**src/rlt_pkg.sv**
```systemverilog
`timescale 1ns / 1ps
`default_nettype none
// ---------------------------------------------------------------------------
// Resource lock table package
// Shared types, codes and constants of the resource lock table.
// ---------------------------------------------------------------------------
package rlt_pkg;

  localparam int TABLE_DEPTH_DEF = 256;
  localparam int RID_W           = 64;
  localparam int TASK_W          = 63;
  localparam int CFG_W           = 9;
  localparam int KIND_W          = 2;
  localparam int STATUS_W        = 2;
  localparam int IN_DATA_W       = 128;
  localparam int OUT_DATA_W      = 8;
  localparam logic [9:0] LIMIT_ZERO = 10'd256;

  typedef enum logic [1:0] {
    KIND_REGISTER = 2'd0,
    KIND_LOCK     = 2'd1,
    KIND_UNLOCK   = 2'd2,
    KIND_NOP      = 2'd3
  } kind_t;

  typedef enum logic [1:0] {
    ST_DONE      = 2'd0,
    ST_FULL      = 2'd1,
    ST_UNKNOWN   = 2'd2,
    ST_CONTENDED = 2'd3
  } status_t;

  typedef enum logic [1:0] {
    BK_IDLE,
    BK_READ,
    BK_CMP,
    BK_DECIDE
  } bk_state_t;

  typedef struct packed {
    kind_t              kind;
    logic [RID_W-1:0]   rid;
    logic [TASK_W-1:0]  task_id;
  } cmd_t;

  typedef struct packed {
    logic [RID_W-1:0]   rid;
    logic               held;
    logic [TASK_W-1:0]  owner;
  } entry_t;

endpackage
`default_nettype wire

```
**src/rlt_front.sv**
```systemverilog
`timescale 1ns / 1ps
`default_nettype none
// ---------------------------------------------------------------------------
// Resource lock table front end
// Accepts request items, decodes the kind and queues them for the back end.
// ---------------------------------------------------------------------------
module rlt_front (
  input  wire logic                         clk,
  input  wire logic                         rst_n,
  input  wire logic                         in_tvalid,
  output logic                              in_tready,
  input  wire logic [rlt_pkg::IN_DATA_W-1:0] in_tdata,
  input  wire logic [rlt_pkg::KIND_W-1:0]   in_tuser,
  output logic                              cmd_valid,
  output rlt_pkg::cmd_t                     cmd,
  input  wire logic                         cmd_pop
);
  import rlt_pkg::*;

  cmd_t       q_r [2];
  logic       wp_r, wp_nxt, rp_r, rp_nxt;
  logic [1:0] cnt_r, cnt_nxt;
  logic       push;
  cmd_t       dec;

  always_comb begin
    dec.kind    = kind_t'(in_tuser);
    dec.rid     = in_tdata[RID_W-1:0];
    dec.task_id = in_tdata[RID_W+TASK_W-1:RID_W];
  end

  assign in_tready = (cnt_r != 2'd2);
  assign push      = in_tvalid && in_tready;
  assign cmd_valid = (cnt_r != 2'd0);
  assign cmd       = q_r[rp_r];

  always_comb begin
    wp_nxt  = push ? ~wp_r : wp_r;
    rp_nxt  = cmd_pop ? ~rp_r : rp_r;
    cnt_nxt = cnt_r + {1'b0, push} - {1'b0, cmd_pop};
  end

  always_ff @(posedge clk) begin
    if (!rst_n) begin
      wp_r  <= 1'b0;
      rp_r  <= 1'b0;
      cnt_r <= 2'd0;
    end else begin
      wp_r  <= wp_nxt;
      rp_r  <= rp_nxt;
      cnt_r <= cnt_nxt;
    end
  end

  always_ff @(posedge clk) begin
    if (push) begin
      q_r[wp_r] <= dec;
    end
  end

endmodule
`default_nettype wire

```
**config.mk**
```make
export PLATFORM = sky130hd
export DESIGN_NAME = rlt_front
export DESIGN_NICKNAME = d
export VERILOG_FILES = /design/src/rlt_pkg.sv /design/src/rlt_front.sv
export SDC_FILE = /design/constraint.sdc
export NUM_CORES = 1
export LEC_CHECK = 0
export BUFFER_PORTS_ARGS = -buffer_cell sky130_fd_sc_hd__buf_2
export CORE_UTILIZATION = 35
export DETAILED_ROUTE_END_ITERATION = 6
export HOLD_SLACK_MARGIN = 0.08
export PLACE_DENSITY = 0.6
export RECOVER_POWER = 50
export SETUP_SLACK_MARGIN = 0.5
export SYNTH_ARGS = -nofsm -noshare
export SYNTH_HDL_FRONTEND = slang
export SYNTH_SLANG_ARGS = --single-unit
```
**constraint.sdc**
```tcl
create_clock -name clk -period 6.36 [get_ports clk]
set_input_delay 0.954 -clock clk [delete_from_list [all_inputs] [get_ports clk]]
set_output_delay 0.954 -clock clk [all_outputs]
set_load 0.005 [all_outputs]
```
==> run metrics <==
core area 27,000 sq um; largest family of logic cells by synthesized area multiplexers; die width 168 microns; unrepaired setup endpoints after global routing no; Area Growth Syn to Fin 25.6%; port bufs 263; Final Hold Fails 0; post-route cell area 12,100 sq um; Inserted Diodes 0; Hold Crit Class reg2reg; max-cap viol count 1; fin worst setup slack 1880 ps; Clock Tree Buf Depth 3; Non-Filler Instances 1,072; first-pass GRT wire length 27,900 microns; share of layout cells above drive strength 1 51.7%; critical path capture point type flip-flop; highest clock rate 223 MHz; Initial Utilization 35.7%; post-DP HPWL 11,700 microns; Post-CTS Hold Fix Bufs 0; register area share after synthesis 81.6%; pwr/cell area 345 nW/um^2; RePlAce Congestion 0.710; # H-tree levels 1; I/O pins 265; post-synthesis compound-gate area fraction 0.468%; Place WS 2990 ps; DR WL met3 1440 microns; row count 60; WS Path Type reg2reg; placed cell area 11,200 sq um; Required @ worst endpoint 6510 ps; routed vias/inst 4.57; final-stage net count 846; CP max stage delay 2410 ps; clk_skew 13.1 ps; final setup fails 0; post-synthesis adder-cell area fraction 0.130%; Vert. Die Dim 168 microns; Max VDD drop 0.235 mV; DR WL met2 9140 microns; critical-path cell list nand2b_1 > and3_1 > buf_4; Seq cells post-synth 263; outcome finished, violations left; P_leak 4.35 nW; clock root buffer master clkbuf_16; slew margin rel. -117%; post-synthesis simple-gate area fraction 0.781%; drt wl/cell 17.1 microns; PostCTS Resize Cnt 0; CTS tree done; syn_area_per_cell 22.4 sq um; Synth Instances 429; die area 28,100 sq um; violated checks max-capacitance violations, max-slew violations; Critical Path Start Type flip-flop; Vias 4,901; vias in the first global route 5,282; CP max-delay cell and3_1; Netlist cell types 24; worst-skew pair later-pin latency 530 ps; final worst path period share 70.5%; most common cell after layout, fill and taps aside edfxtp_1; Warnings, synthesis 0; synthesized cell area 9620 sq um; CTS Sinks 263; Final Power 4.16 mW; post-synthesis mux area share 15.2%; first-pass detailed-route iteration total 4; M1 WL 7290 microns; postcts setup bufs 0; Clk pin slew, worst setup/hold paths 60 ps; most frequent cells in the layout 258 x edfxtp_1, 204 x buf_2, 129 x mux2_2; Max FO, Critical Path 65; largest net degree at the start of global routing 78; DR iter-0 viols 283; fillers 2,340; Hold WS 570 ps; total track usage 12.7%; grt ovf 0; Top Metal Used met4; clock period minus final worst setup slack 4480 ps; residual DRC count 0; Util after Layout 44.8%; initial antenna violation count 0; Max Slew Vio Count 66; Routed Antenna Nets 0; setup TNS 0 ps; total CTS buffers 28; CP arrival 4630 ps; Synth Area in XOR/XNOR 0.182%; actual slew at the worst max-slew pin 3250 ps; Synth Net Count 564; routed wire length 18,400 microns; dpl cells 1,022
==> flip-flops by register name, indices dropped and copies added, names as in the netlist, named ones only <==
register / cells
q_r: 258
cnt_r: 2
rp_r: 1
wp_r: 1
==> final cells by class <==
cell class	count	area [sq um]	area share (%)
tap	341	427	3.53
multi-input combinational	150	1610	13.3
timing repair buffer	266	1260	10.5
sequential	263	7850	65.0
inverter	2	10.0	0.0829
clock buffer	34	744	6.16
clock inverter	16	170	1.41
==> Yosys cell counts <==
library cell | number | area (sq um)
a21boi_0 | 1 | 7.51
nand3b_1 | 2 | 15.0
mux2i_1 | 1 | 10.0
inv_1 | 2 | 7.51
nand2b_1 | 1 | 6.26
edfxtp_1 | 258 | 7750
buf_4 | 1 | 7.51
and2_1 | 3 | 18.8
xor2_1 | 1 | 8.76
or2_2 | 1 | 6.26
and3_2 | 1 | 7.51
a211oi_1 | 1 | 7.51
buf_6 | 12 | 135
buf_2 | 1 | 5.00
xnor2_1 | 1 | 8.76
nand2_1 | 2 | 7.51
ha_1 | 1 | 12.5
nand3_1 | 1 | 5.00
a21bo_2 | 1 | 10.0
dfxtp_1 | 5 | 100
mux2_2 | 129 | 1450
nor4b_1 | 1 | 8.76
a21boi_2 | 1 | 11.3
a211o_1 | 1 | 8.76
==> routing by layer <==
layer  up-vias  global-route usage [%]
met4         0                    4.11
met1      2408                    14.3
met5         -                       0
met2       180                    22.4
li1       2277                       -
met3        36                    4.25
==> kinds of logic after synthesis <==
group | after synthesis
flops | 263
fa+ha+maj | 1
mux | 130
xor+xnor | 2
buf+inv | 16
compound gates | 5
simple gates | 12
==> where the power goes <==
part	switching, mW	leakage (nW)	internal, mW	total (mW)
logic	0.217	1.45	0.212	0.429
registers	0.0507	2.45	2.08	2.13
clock network	0.619	0.448	0.984	1.60
==> final timing paths <==
path,cells past startpoint,to,slack (ps),startpoint
max reg2reg,3,q_r[1][80],1880,cnt_r[0]
min,2,flip-flop,570,rp_r
min reg2reg,2,flip-flop,570,rp_r
max,3,q_r[1][80],1880,cnt_r[0]
==> critical path, delay by kind of cell (launching register included) <==
kind                   cells  cell delay (ps)
and+or+nand+nor            2             2630
DFF                        1              390
buffers and inverters      1             1000
No activity file was read; power rests on OpenSTA's default activity.
